[src/rtl/core/srps_pkg.sv]
// ----------------------------------------------------------------------------
// srps_pkg
// Shared types, constants and helpers of the servo ramp profile sequencer.
// ----------------------------------------------------------------------------
package srps_pkg;

  // field widths
  localparam int ANGLE_W    = 8;
  localparam int TIME_W     = 32;
  localparam int FUNC_W     = 3;
  localparam int CFG_IDX_W  = 1;
  localparam int CFG_DATA_W = 8;

  // interpolation arithmetic: step * elapsed, 8 quotient bits
  localparam int PROD_W = ANGLE_W + TIME_W;
  localparam int QUO_W  = ANGLE_W;
  localparam int DVS_W  = TIME_W + QUO_W - 1;

  localparam int SEGMENTS_DEF = 16;

  // reset values of the limit registers
  localparam logic [ANGLE_W-1:0] OPEN_LIMIT_RST   = 8'd180;
  localparam logic [ANGLE_W-1:0] CLOSED_LIMIT_RST = 8'd0;

  // configuration register indexes
  localparam logic [CFG_IDX_W-1:0] CFG_OPEN_LIMIT   = 1'b0;
  localparam logic [CFG_IDX_W-1:0] CFG_CLOSED_LIMIT = 1'b1;

  // function codes
  localparam logic [FUNC_W-1:0] FUNC_ADD    = 3'd0;
  localparam logic [FUNC_W-1:0] FUNC_START  = 3'd1;
  localparam logic [FUNC_W-1:0] FUNC_TICK   = 3'd2;
  localparam logic [FUNC_W-1:0] FUNC_DIRECT = 3'd3;
  localparam logic [FUNC_W-1:0] FUNC_NORMAL = 3'd4;
  localparam logic [FUNC_W-1:0] FUNC_REWIND = 3'd5;

  // controller to datapath
  typedef struct packed {
    logic load_item;
    logic exec;
    logic tick_end;
    logic ram_rd;
    logic seg_done;
    logic mul_load;
    logic div_step;
    logic ramp_write;
    logic out_load;
  } dp_cmd_t;

  // datapath to controller
  typedef struct packed {
    logic [FUNC_W-1:0] func;
    logic              tick_live;
    logic              past_end;
    logic              elapsed_ge;
    logic              div_last;
  } dp_sts_t;

  function automatic logic [ANGLE_W-1:0] sat8(input logic [ANGLE_W:0] v);
    return v[ANGLE_W] ? {ANGLE_W{1'b1}} : v[ANGLE_W-1:0];
  endfunction

endpackage

[src/rtl/core/srps_ram.sv]
// ----------------------------------------------------------------------------
// srps_ram
// Generic single port RAM with registered read data.
// ----------------------------------------------------------------------------
module srps_ram #(
  parameter int WIDTH = 8,
  parameter int DEPTH = 16
) (
  input  logic                     clk,
  input  logic                     we,
  input  logic                     rd_en,
  input  logic [$clog2(DEPTH)-1:0] addr,
  input  logic [WIDTH-1:0]         wdata,
  output logic [WIDTH-1:0]         rdata
);

  logic [WIDTH-1:0] mem [DEPTH];
  logic [WIDTH-1:0] rdata_r;

  always_ff @(posedge clk) begin
    if (we) begin
      mem[addr] <= wdata;
    end
    if (rd_en) begin
      rdata_r <= mem[addr];
    end
  end

  assign rdata = rdata_r;

endmodule

[src/rtl/core/srps_dp.sv]
// ----------------------------------------------------------------------------
// srps_dp
// Datapath: segment table, profile state, interpolation divider, result regs.
// ----------------------------------------------------------------------------
module srps_dp #(
  parameter int SEGMENTS = srps_pkg::SEGMENTS_DEF
) (
  input  logic                             clk,
  input  logic                             rst_n,
  input  logic                             cfg_we,
  input  logic [srps_pkg::CFG_IDX_W-1:0]   cfg_index,
  input  logic [srps_pkg::CFG_DATA_W-1:0]  cfg_wdata,
  input  logic [srps_pkg::FUNC_W-1:0]      in_func,
  input  logic [srps_pkg::ANGLE_W-1:0]     in_angle_value,
  input  logic [srps_pkg::TIME_W-1:0]      in_time_value,
  input  srps_pkg::dp_cmd_t                cmd,
  output srps_pkg::dp_sts_t                sts,
  output logic [srps_pkg::ANGLE_W-1:0]     out_servo_angle,
  output logic [srps_pkg::ANGLE_W-1:0]     out_position,
  output logic                             out_accepted,
  output logic                             out_profile_done,
  output logic                             out_command_mode
);

  import srps_pkg::*;

  localparam int IDX_W  = $clog2(SEGMENTS);
  localparam int CNT_W  = $clog2(QUO_W);
  localparam int ROW_W  = 2 * ANGLE_W + TIME_W;

  // item registers
  logic [FUNC_W-1:0]  func_r;
  logic [ANGLE_W-1:0] ang_r;
  logic [TIME_W-1:0]  tv_r;
  logic [TIME_W-1:0]  elapsed_r;

  // profile state
  logic [IDX_W-1:0]   seg_count_r;
  logic [IDX_W-1:0]   seg_index_r;
  logic [TIME_W-1:0]  start_time_r;
  logic [ANGLE_W-1:0] held_r;
  logic               mode_r;
  logic               running_r;
  logic               finished_r;
  logic               acc_r;
  logic [ANGLE_W-1:0] last_total_r;
  logic [ANGLE_W-1:0] prev_total_r;
  logic [ANGLE_W-1:0] open_r;
  logic [ANGLE_W-1:0] closed_r;

  // divider
  logic [PROD_W-1:0]  rem_r;
  logic [DVS_W-1:0]   dvs_r;
  logic [QUO_W-1:0]   quo_r;
  logic [CNT_W-1:0]   div_cnt_r;

  // result payload
  logic [ANGLE_W-1:0] o_angle_r;
  logic [ANGLE_W-1:0] o_pos_r;
  logic               o_acc_r;
  logic               o_done_r;
  logic               o_mode_r;

  logic               table_full;
  logic [ANGLE_W-1:0] add_total;
  logic               ram_we;
  logic [IDX_W-1:0]   ram_addr;
  logic [ROW_W-1:0]   ram_wdata;
  logic [ROW_W-1:0]   ram_rdata;
  logic [ANGLE_W-1:0] rd_step;
  logic [ANGLE_W-1:0] rd_total;
  logic [TIME_W-1:0]  rd_dur;
  logic [IDX_W-1:0]   idx_inc;
  logic               rem_ge;
  logic [ANGLE_W-1:0] drive;

  assign table_full = (seg_count_r == IDX_W'(SEGMENTS - 1));
  assign add_total  = sat8({1'b0, last_total_r} + {1'b0, ang_r});
  assign ram_we     = cmd.exec && (func_r == FUNC_ADD) && !table_full;
  // adds write at the fill count, ticks read the current segment
  assign ram_addr   = ram_we ? seg_count_r : seg_index_r;
  assign ram_wdata  = {ang_r, add_total, tv_r};
  assign {rd_step, rd_total, rd_dur} = ram_rdata;
  assign idx_inc    = seg_index_r + IDX_W'(1);
  assign rem_ge     = (rem_r >= {1'b0, dvs_r});

  always_comb begin
    if (held_r > open_r) begin
      drive = open_r;
    end else if (held_r < closed_r) begin
      drive = closed_r;
    end else begin
      drive = held_r;
    end
  end

  srps_ram #(
    .WIDTH (ROW_W),
    .DEPTH (SEGMENTS)
  ) u_seg_ram (
    .clk   (clk),
    .we    (ram_we),
    .rd_en (cmd.ram_rd),
    .addr  (ram_addr),
    .wdata (ram_wdata),
    .rdata (ram_rdata)
  );

  // control state
  always_ff @(posedge clk) begin
    if (!rst_n) begin
      seg_count_r  <= '0;
      seg_index_r  <= '0;
      start_time_r <= '0;
      held_r       <= CLOSED_LIMIT_RST;
      mode_r       <= 1'b0;
      running_r    <= 1'b0;
      finished_r   <= 1'b0;
      acc_r        <= 1'b0;
      last_total_r <= '0;
      prev_total_r <= '0;
      open_r       <= OPEN_LIMIT_RST;
      closed_r     <= CLOSED_LIMIT_RST;
    end else begin
      if (cfg_we) begin
        unique case (cfg_index)
          CFG_OPEN_LIMIT:   open_r   <= cfg_wdata;
          CFG_CLOSED_LIMIT: closed_r <= cfg_wdata;
          default:          ;
        endcase
      end
      if (cmd.exec) begin
        unique case (func_r)
          FUNC_ADD: begin
            acc_r <= !table_full;
            if (!table_full) begin
              last_total_r <= add_total;
              seg_count_r  <= seg_count_r + IDX_W'(1);
            end
          end
          FUNC_START: begin
            acc_r     <= 1'b1;
            running_r <= 1'b1;
            mode_r    <= 1'b1;
            if (start_time_r == '0) begin
              start_time_r <= tv_r;
            end
          end
          FUNC_TICK: acc_r <= 1'b1;
          FUNC_DIRECT: begin
            acc_r <= 1'b1;
            if (!mode_r) begin
              held_r <= ang_r;
            end
          end
          FUNC_NORMAL: begin
            acc_r  <= 1'b1;
            mode_r <= 1'b0;
          end
          FUNC_REWIND: begin
            acc_r        <= 1'b1;
            seg_index_r  <= '0;
            prev_total_r <= '0;
            finished_r   <= 1'b0;
          end
          default: acc_r <= 1'b0;
        endcase
      end
      if (cmd.tick_end) begin
        finished_r <= 1'b1;
      end
      if (cmd.seg_done) begin
        held_r       <= rd_total;
        prev_total_r <= rd_total;
        start_time_r <= start_time_r + rd_dur;
        seg_index_r  <= idx_inc;
        if (idx_inc >= seg_count_r) begin
          finished_r <= 1'b1;
        end
      end
      if (cmd.ramp_write) begin
        held_r <= sat8({1'b0, prev_total_r} + {1'b0, quo_r});
      end
    end
  end

  // payload registers
  always_ff @(posedge clk) begin
    if (cmd.load_item) begin
      func_r    <= in_func;
      ang_r     <= in_angle_value;
      tv_r      <= in_time_value;
      elapsed_r <= in_time_value - start_time_r;
    end
    if (cmd.mul_load) begin
      rem_r     <= {{TIME_W{1'b0}}, rd_step} * {{ANGLE_W{1'b0}}, elapsed_r};
      dvs_r     <= {rd_dur, {(QUO_W-1){1'b0}}};
      quo_r     <= '0;
      div_cnt_r <= '0;
    end
    if (cmd.div_step) begin
      if (rem_ge) begin
        rem_r <= rem_r - {1'b0, dvs_r};
      end
      quo_r     <= {quo_r[QUO_W-2:0], rem_ge};
      dvs_r     <= dvs_r >> 1;
      div_cnt_r <= div_cnt_r + CNT_W'(1);
    end
    if (cmd.out_load) begin
      o_angle_r <= drive;
      o_pos_r   <= held_r;
      o_acc_r   <= acc_r;
      o_done_r  <= finished_r;
      o_mode_r  <= mode_r;
    end
  end

  assign sts.func       = func_r;
  assign sts.tick_live  = mode_r && running_r && !finished_r;
  assign sts.past_end   = (seg_index_r >= seg_count_r);
  assign sts.elapsed_ge = (elapsed_r >= rd_dur);
  assign sts.div_last   = (div_cnt_r == CNT_W'(QUO_W - 1));

  assign out_servo_angle  = o_angle_r;
  assign out_position     = o_pos_r;
  assign out_accepted     = o_acc_r;
  assign out_profile_done = o_done_r;
  assign out_command_mode = o_mode_r;

`ifndef SYNTHESIS
  a_idx_le_cnt: assert property (@(posedge clk) disable iff (!rst_n)
    seg_index_r <= seg_count_r)
    else $error("segment index beyond loaded count");

  a_cnt_max: assert property (@(posedge clk) disable iff (!rst_n)
    seg_count_r <= IDX_W'(SEGMENTS - 1))
    else $error("segment count beyond table size");

  a_last_seg_done: assert property (@(posedge clk) disable iff (!rst_n)
    cmd.seg_done && (idx_inc >= seg_count_r) |=> finished_r)
    else $error("last segment completed without finishing");
`endif

endmodule

[src/rtl/core/srps_ctrl.sv]
// ----------------------------------------------------------------------------
// srps_ctrl
// Controller: sequences one item through decode, table read, divide, result.
// ----------------------------------------------------------------------------
module srps_ctrl (
  input  logic              clk,
  input  logic              rst_n,
  input  logic              in_valid,
  output logic              in_stall,
  output logic              out_valid,
  input  logic              out_stall,
  input  srps_pkg::dp_sts_t sts,
  output srps_pkg::dp_cmd_t cmd
);

  import srps_pkg::*;

  typedef enum logic [2:0] {
    S_IDLE,
    S_EXEC,
    S_RD,
    S_DIV,
    S_FIN,
    S_OUT
  } state_t;

  state_t state_r, state_nxt;
  logic   out_valid_r, out_valid_nxt;

  always_comb begin
    cmd           = '0;
    state_nxt     = state_r;
    unique case (state_r)
      S_IDLE: begin
        if (in_valid) begin
          cmd.load_item = 1'b1;
          state_nxt     = S_EXEC;
        end
      end
      S_EXEC: begin
        cmd.exec  = 1'b1;
        state_nxt = S_OUT;
        if ((sts.func == FUNC_TICK) && sts.tick_live) begin
          if (sts.past_end) begin
            cmd.tick_end = 1'b1;
          end else begin
            cmd.ram_rd = 1'b1;
            state_nxt  = S_RD;
          end
        end
      end
      S_RD: begin
        if (sts.elapsed_ge) begin
          cmd.seg_done = 1'b1;
          state_nxt    = S_OUT;
        end else begin
          cmd.mul_load = 1'b1;
          state_nxt    = S_DIV;
        end
      end
      S_DIV: begin
        cmd.div_step = 1'b1;
        if (sts.div_last) begin
          state_nxt = S_FIN;
        end
      end
      S_FIN: begin
        cmd.ramp_write = 1'b1;
        state_nxt      = S_OUT;
      end
      S_OUT: begin
        if (!out_valid_r || !out_stall) begin
          cmd.out_load = 1'b1;
          state_nxt    = S_IDLE;
        end
      end
      default: state_nxt = S_IDLE;
    endcase
    out_valid_nxt = cmd.out_load || (out_valid_r && out_stall);
  end

  always_ff @(posedge clk) begin
    if (!rst_n) begin
      state_r     <= S_IDLE;
      out_valid_r <= 1'b0;
    end else begin
      state_r     <= state_nxt;
      out_valid_r <= out_valid_nxt;
    end
  end

  assign in_stall  = (state_r != S_IDLE);
  assign out_valid = out_valid_r;

`ifndef SYNTHESIS
  a_out_load_free: assert property (@(posedge clk) disable iff (!rst_n)
    cmd.out_load |-> (!out_valid_r || !out_stall))
    else $error("result overwritten while still pending");

  a_div_to_fin: assert property (@(posedge clk) disable iff (!rst_n)
    (state_r == S_DIV) && sts.div_last |=> (state_r == S_FIN))
    else $error("divider did not hand over to ramp write");

  a_load_then_exec: assert property (@(posedge clk) disable iff (!rst_n)
    cmd.load_item |=> (state_r == S_EXEC) && in_stall)
    else $error("accepted item not decoded");
`endif

endmodule

[src/rtl/core/servo_ramp_profile_sequencer_core.sv]
// ----------------------------------------------------------------------------
// servo_ramp_profile_sequencer_core
// Piecewise linear servo position profiler with a segment table, a serial
// interpolation divider and clamped drive output.
// ----------------------------------------------------------------------------
//
// channel   direction  handshake            payload
// in_       input      in_valid / in_stall  func, angle_value, time_value
// out_      output     out_valid / out_stall servo_angle, position, accepted,
//                                           profile_done, command_mode
// cfg_      input      cfg_we               cfg_index, cfg_wdata
//
// an item that needs no table read goes from decode straight to the result;
// a live tick reads its segment from the table and, unless the segment completes,
// runs the 8-step restoring divider (one quotient bit a cycle)
// one item is in flight; the next is taken while a result waits in the output
// register, and out_stall holds that register
// rst_n is synchronous; the segment table needs no clearing pass, entries are
// only read below the fill count
//
module servo_ramp_profile_sequencer_core #(
  parameter int SEGMENTS = srps_pkg::SEGMENTS_DEF
) (
  input  logic                             clk,
  input  logic                             rst_n,
  // configuration
  input  logic                             cfg_we,
  input  logic [srps_pkg::CFG_IDX_W-1:0]   cfg_index,
  input  logic [srps_pkg::CFG_DATA_W-1:0]  cfg_wdata,
  // item input
  input  logic                             in_valid,
  output logic                             in_stall,
  input  logic [srps_pkg::FUNC_W-1:0]      in_func,
  input  logic [srps_pkg::ANGLE_W-1:0]     in_angle_value,
  input  logic [srps_pkg::TIME_W-1:0]      in_time_value,
  // result output
  output logic                             out_valid,
  input  logic                             out_stall,
  output logic [srps_pkg::ANGLE_W-1:0]     out_servo_angle,
  output logic [srps_pkg::ANGLE_W-1:0]     out_position,
  output logic                             out_accepted,
  output logic                             out_profile_done,
  output logic                             out_command_mode
);

  import srps_pkg::*;

  // command and status between the sequencer and the datapath
  dp_cmd_t cmd;
  dp_sts_t sts;

  // sequencer: one state per phase of an item, owns both handshakes
  srps_ctrl u_ctrl (
    .clk       (clk),
    .rst_n     (rst_n),
    .in_valid  (in_valid),
    .in_stall  (in_stall),
    .out_valid (out_valid),
    .out_stall (out_stall),
    .sts       (sts),
    .cmd       (cmd)
  );

  // datapath: segment table ram, profile registers, multiplier and divider,
  // limit registers and the result register
  srps_dp #(
    .SEGMENTS (SEGMENTS)
  ) u_dp (
    .clk              (clk),
    .rst_n            (rst_n),
    .cfg_we           (cfg_we),
    .cfg_index        (cfg_index),
    .cfg_wdata        (cfg_wdata),
    .in_func          (in_func),
    .in_angle_value   (in_angle_value),
    .in_time_value    (in_time_value),
    .cmd              (cmd),
    .sts              (sts),
    .out_servo_angle  (out_servo_angle),
    .out_position     (out_position),
    .out_accepted     (out_accepted),
    .out_profile_done (out_profile_done),
    .out_command_mode (out_command_mode)
  );

endmodule
[config.mk]
export PLATFORM = sky130hd
export DESIGN_NAME = servo_ramp_profile_sequencer_core
export DESIGN_NICKNAME = d
export VERILOG_FILES = /design/src/rtl/core/srps_pkg.sv /design/src/rtl/core/srps_ram.sv /design/src/rtl/core/srps_dp.sv /design/src/rtl/core/srps_ctrl.sv /design/src/rtl/core/servo_ramp_profile_sequencer_core.sv
export SDC_FILE = /design/constraint.sdc
export NUM_CORES = 2
export LEC_CHECK = 0
export ABC_CLOCK_PERIOD_IN_PS = 13820
export BUFFER_PORTS_ARGS = -buffer_cell sky130_fd_sc_hd__buf_2
export CORE_ASPECT_RATIO = 1.4
export CORE_UTILIZATION = 32
export DETAILED_ROUTE_END_ITERATION = 6
export HOLD_SLACK_MARGIN = 0.02
export PLACE_DENSITY_LB_ADDON = 0.15
export SETUP_SLACK_MARGIN = 0.1
export SLEW_MARGIN = 20
export SYNTH_ARGS = -nofsm -noshare
export SYNTH_HDL_FRONTEND = slang
export SYNTH_SLANG_ARGS = --single-unit
[constraint.sdc]
create_clock -name clk -period 13.82 [get_ports clk]
set_input_delay 2.764 -clock clk [delete_from_list [all_inputs] [get_ports clk]]
set_output_delay 2.764 -clock clk [all_outputs]
set_load 0.05 [all_outputs]
Yosys cells after proc, flatten, opt, wreduce, memory -nomap -nowiden --
Memory sizes are Yosys's and may differ from the RTL's. A register that Yosys moved wholly into a read port is not among the register bits. Index checks and enable logic that the tools add are counted.
Cells by class: add/sub/neg operators 8, $mul 1, order comparisons 6, equality and inequality tests 16, muxes and demuxes 58, bitwise gates (word level) 2, reductions and logical operators 34
Operators by type and width (number):
- $mux W32 | 4
- $mux W40 | 3
- $mux W8 | 14
- $mux W38 | 2
- $ge A40 B39 Y1 | 1
- $mul A8 B32 Y40 | 1
- $sub A40 B39 Y40 | 1
- $add A32 B32 Y32 | 1
- $ge A32 B32 Y1 | 1
- $logic_not A32 Y1 | 1
- $sub A32 B32 Y32 | 1
- $mux W3 | 9
- $add A8 B8 Y9 | 2
- $pmux W3 S6 | 1
- $mux W1 | 17
- $mux W4 | 4
- $eq A3 B3 Y1 const B | 5
- $eq A3 B2 Y1 const B | 4
- $reduce_and A3 Y1 | 4
- $reduce_bool A2 Y1 | 6
- $reduce_and A2 Y1 | 5
- $reduce_bool A3 Y1 | 3
- $add A4 B1 Y4 const B | 2
- $ge A4 B4 Y1 | 2
- 16 further kinds | 31
Word-level totals: register bits 272, memory bits (writable) 768, output and inout bits 21, word-level logic and storage cells 154, memories kept 1
Memories:
- u_dp.u_seg_ram.mem | words 16, width 48, rd ports 1, clocked after Yosys merged registers in 1, wr ports 1, RTL line srps_ram.sv:17 | logic [WIDTH-1:0] mem [DEPTH];

Longest topological paths before layout --
word-level depth 9, mapped depth 22, gate-level depth less buffers 20

Modules after synthesis --
From an unflattened synthesis, not the netlist that was laid out.
Unflattened totals: cell total of the unflattened synthesis 4102, area, all modules 55888.6 sq um
By module, submodules not included:
- srps_ram | instances 1, cells an instance 1243, area each 30216.5 sq um, sequential area each 24503.5 sq um
- srps_dp | instances 1, cells an instance 2812, area each 25328.0 sq um, sequential area each 6796.5 sq um
- srps_ctrl | instances 1, cells an instance 47, area each 344.1 sq um, sequential area each 80.1 sq um

Worst setup path before layout --
Ideal clock, no wire load.
path type reg2reg, from register u_ctrl.state_r[2], to memory u_dp.u_seg_ram.mem[4][0] (netlist name) (enable), library setup time 0.572 ns, data arrival time 6.151 ns, path slack 7.096 ns, stages on the path, launching flop included 8, path buffers 3, path through dfxtp_1 buf_2 or3b_1 nor2_2 nand3_2 clkbuf_1 buf_1 nor4_1
Between the ends: longest elaborated chain between the ends 6
RTL lines:
- start, declared | RTL line srps_ctrl.sv:27 | state_t state_r, state_nxt;
- start signal, assigned | RTL line srps_ctrl.sv:87 | state_r <= state_nxt;
- $eq A3 B1 Y1 * | RTL line srps_ctrl.sv:33 | unique case (state_r)
- $mux W3 * | RTL line srps_ctrl.sv:33
- $logic_and A1 B1 Y1 * (2 in series) | RTL line srps_dp.sv:79 | assign ram_we = cmd.exec && (func_r == FUNC_ADD) && !table_full;
- $mux W1 | RTL line srps_ram.sv:21 | if (we) begin
- $mux W1 (implied by the code) | RTL line srps_ram.sv:22 | mem[addr] <= wdata;
- end, declared | RTL line srps_ram.sv:17
Mark *: on every way between the ends. The rest lies on a longest branch, timed or not.

Worst setup path in the final report --
from register u_dp.u_seg_ram.rdata_r[43] (netlist: u_dp.u_seg_ram.rdata[43]) (read register of u_dp.u_seg_ram.mem), to register u_dp.rem_r[38]
Between the ends: longest elaborated chain between the ends 4
RTL lines:
- start, declared | RTL line srps_ram.sv:18 | logic [WIDTH-1:0] rdata_r;
- $mul A8 B32 Y40 * | RTL line srps_dp.sv:196 | rem_r <= {{TIME_W{1'b0}}, rd_step} * {{ANGLE_W{1'b0}}, elapsed_r};
- $mux W40 * | RTL line srps_dp.sv:195 | if (cmd.mul_load) begin
- $mux W40 | RTL line srps_dp.sv:202 | if (rem_ge) begin
- $mux W40 * | RTL line srps_dp.sv:201 | if (cmd.div_step) begin
- end signal, assigned | RTL line srps_dp.sv:196
- end signal, assigned | RTL line srps_dp.sv:203 | rem_r <= rem_r - {1'b0, dvs_r};
- end, declared | RTL line srps_dp.sv:52 | logic [PROD_W-1:0] rem_r;
Marks and branches as above. A chain may end at the register's enable or synchronous reset.

==> impl_metrics.yaml <==
status:
  status: "finished, final reports clean"
hold_path:
  worstHoldStart: "u_dp.prev_total_r[2]"
  hold_path_depth: 2
  min_to: "u_dp.prev_total_r[2]"
  hold_class: "register to register"
clock_tree:
  clkTransAtPathRegs_ns: 0.06
  cts_htree_levels: 3
  clock_sinks: 1088
  numCtsBuffers: 111
  tritoncts: "yes"
  clock-root-buffer: "clkbuf_16"
  clk_latency_ns: 0.74
  post-cts-setup-buffers: 0
  post_cts_resize_count: 0
  ctsHoldBuffers: 0
  clk_path_buf_depth: 3
synthesis:
  synthDistinctLibCells: 87
  synth_top_area_share_pct: 51.6
  yosysMostFrequentCell: "edfxtp_1"
  yosys.area.top_type: "edfxtp_1"
  syn_inst: 4109
  ys_ff_latch: 1088
  synthArstFlopShare_pct: 0
  yosys-top-cells-count: "edfxtp_1, inv_1, nand2_1"
  synthesis.nets: 4587
  ys_warn_count: 0
  synth_area_leaders: "edfxtp_1, mux4_2, fa_1, ha_1, dfxtp_1"
  synth_edf_count: 959
  synth_area_per_cell_um2: 13.6
  synthFlopType: "edfxtp_1"
  seq_area_frac_synth_pct: 56.3
  synth_area_um2: 55800
drt:
  detail-route-antenna-nets: 0
  drt-initial-drc-count: 2052
  drc: 0
  wl_mm: 159
  via_per_inst: 5.10
  drtPass1Iterations: 5
  vias: 33400
  wire_per_inst_um: 24.2
floorplanning:
  chipHeight_um: 496
  rows: 180
  start_util_pct: 32.3
  die_width_um: 355
  dieArea_um2: 176000
  io_pins: 78
  core-area_um2: 173000
power:
  ir_drop_v: 0.000170
  intPower_w: 0.00628
  p_switching_w: 0.00287
  combPwrFrac_pct: 25.3
  power.density_nw_per_um2: 146
  netSwitchingFraction_pct: 31.3
  power.share.sequential_pct: 41.6
  clockPowerShare_pct: 33.1
  p_leak_nw: 22.8
sta:
  period_needed_ns: 6.40
  setup_tns_ns: 0
  rsz0062_at_grt: "no"
  fin_hold_ws_ns: 0.461
  slew_violations: 0
  finClkSkew_ns: 0.0481
  max_slew_margin_pct: 18.7
  fmax_mhz: 156
  worst_slew_pin_slew_ns: 1.21
  finalHoldViolations: 0
  layout_setup_ws_ns: 7.42
  fin_crit_sh_pct: 46.3
  finalSetupViolations: 0
grt:
  grt_pass1_wl_mm: 234
  track_usage_pct: 18.0
  grt-ovfl-total: 0
  first_global_vias: 35300
  grt_max_degree: 117
  antenna_found_initial: 20
place:
  dpl_cell_area_um2: 58900
  place.gp.congestion: 0.883
  pre_cts_slack_ns: 7.31
  port_buffers: 77
  post-dp-hpwl_mm: 104
critical_path:
  worstReg2RegStart: "u_dp.u_seg_ram.rdata[43]"
  rr_worst_depth: 19
  cp-end-kind: "register"
  r2r_end: "u_dp.rem_r[38]"
  critPathLaunchType: "register"
  r2r_slack_ns: 7.42
  cp_max_fo: 32
  crit_type: "register to register"
  cp.arrival_ns: 7.05
  crit_required_ns: 14.47
cells_and_area:
  drive_gt1_share_pct: 13.1
  post-route-cell-area_um2: 62600
  fillCellCount: 16800
  fin_nets: 4670
  synthToLayoutAreaGrowth_pct: 12.2
run:
  drv_cap: 0
-- power groups by stage --
stage	Sequential, W	Clock [W]	Combinational (W)
after floorplan	0.00383	0	0.00167
after detailed placement	0.00388	0	0.00233
after global routing	0.00382	0.00323	0.00260
after global placement	0.00388	0	0.00233
after CTS	0.00381	0.00312	0.00235
final	0.00381	0.00303	0.00232
-- cells in the final DEF (no fill, tap or decap), types with 14 or more instances in the layout --
cell type,netlist,final
nor2b_1,22,20
o21a_1,20,20
and3_1,18,17
nand2b_1,30,30
clkinv_2,0,17
a21oi_1,230,229
xor2_1,55,55
ha_1,236,236
buf_2,46,77
o211ai_1,17,17
inv_1,326,326
a22oi_1,102,102
o21ai_0,135,132
nand2_1,299,298
nand4_1,19,19
nand3_1,51,51
clkbuf_16,0,112
and2_1,226,226
mux2i_1,19,17
a21o_1,76,76
o21bai_1,28,26
edfxtp_1,959,959
dfxtp_1,129,129
buf_4,2,57
nor2_4,0,14
mux4_2,192,192
fa_1,185,185
a31oi_1,23,23
nor2_1,165,151
nor3_1,45,45
xnor2_1,71,71
clkbuf_1,96,32
a211oi_1,85,85
-- through the flow --
step	instances	util, %	total power [W]
after floorplan	4109	-	0.00549
after global placement	6353	34.1	0.00620
after detailed placement	6353	34.1	0.00620
after CTS	6558	36.2	0.00928
after global routing	6560	36.3	0.00965
final	6563	36.3	0.00915
-- how the worst max path moves through the flow --
stage | from | to | cells after the start
final | u_dp.u_seg_ram.rdata[43] | u_dp.rem_r[38] | 19
after detailed placement | u_dp.u_seg_ram.rdata[42] | u_dp.rem_r[38] | 19
after global placement | u_dp.u_seg_ram.rdata[42] | u_dp.rem_r[38] | 19
after floorplan | u_ctrl.state_r[2] | u_dp.u_seg_ram.mem[4][0] | 7
after global routing | u_dp.u_seg_ram.rdata[42] | u_dp.rem_r[38] | 19
after CTS | u_dp.u_seg_ram.rdata[43] | u_dp.rem_r[38] | 19
-- metal layers --
layer | vias up | global-route usage [%] | wire length, um | part of all wire (%)
met5 | - | 0 | 80 | 0.050
met4 | 14 | 5.80 | 4350 | 2.7
met3 | 209 | 2.03 | 5530 | 3.5
met2 | 531 | 32.5 | 81800 | 52
met1 | 17300 | 22.4 | 66900 | 42
li1 | 15400 | - | - | -
-- worst max-delay path, cell delays in order (launching register included) --
cell,delay [ns]
edfxtp_1,0.33
buf_4,0.32
and2_1,0.21
fa_1,0.46
fa_1,0.50
fa_1,0.49
inv_1,0.05
fa_1,0.47
inv_1,0.04
ha_1,0.36
a2111oi_0,0.44
o21ai_0,0.24
a32oi_1,0.61
a21oi_1,0.35
o211ai_1,0.33
a31oi_1,0.20
a221oi_1,0.34
mux2i_1,0.23
nor2_1,0.05
nor4_1,0.25
-- registers in the layout (all words and copies together), names as in the netlist, 8 cells and up --
name / flops
u_dp.ang_r: 8
u_dp.closed_r: 8
u_dp.dvs_r: 39
u_dp.elapsed_r: 32
u_dp.held_r: 8
u_dp.last_total_r: 8
u_dp.open_r: 8
u_dp.out_position: 8
u_dp.out_servo_angle: 8
u_dp.prev_total_r: 8
u_dp.quo_r: 8
u_dp.rem_r: 40
u_dp.start_time_r: 32
u_dp.tv_r: 32
u_dp.u_seg_ram.mem: 768
u_dp.u_seg_ram.rdata: 48
-- logic make-up (layout without fill, tap and decap cells) --
logic type,Yosys count,count (layout),share of synthesized area (%)
buffers and inverters,496,671,3.70
multiplexers,214,214,8.15
AND/OR/NAND/NOR,941,941,8.40
AO/OA/AOI/OAI,823,823,9.58
other,0,4,0
adder cells (fa/ha/maj),421,421,11.9
flip-flops,1088,1088,56.3
XOR/XNOR,126,126,1.98
-- layout make-up --
type	count	area, um2	share of cell area (%)
multi-input cells	2525	22600	36.1
flip-flops and latches	1088	31400	50.2
well taps	2275	2850	4.55
inverters	329	1240	1.98
clock buffers	152	3030	4.85
clock inverters	53	572	0.914
repair buffers	137	881	1.41
diodes	4	10.0	0.0160
Note: power is estimated with default switching activity, not from simulation.
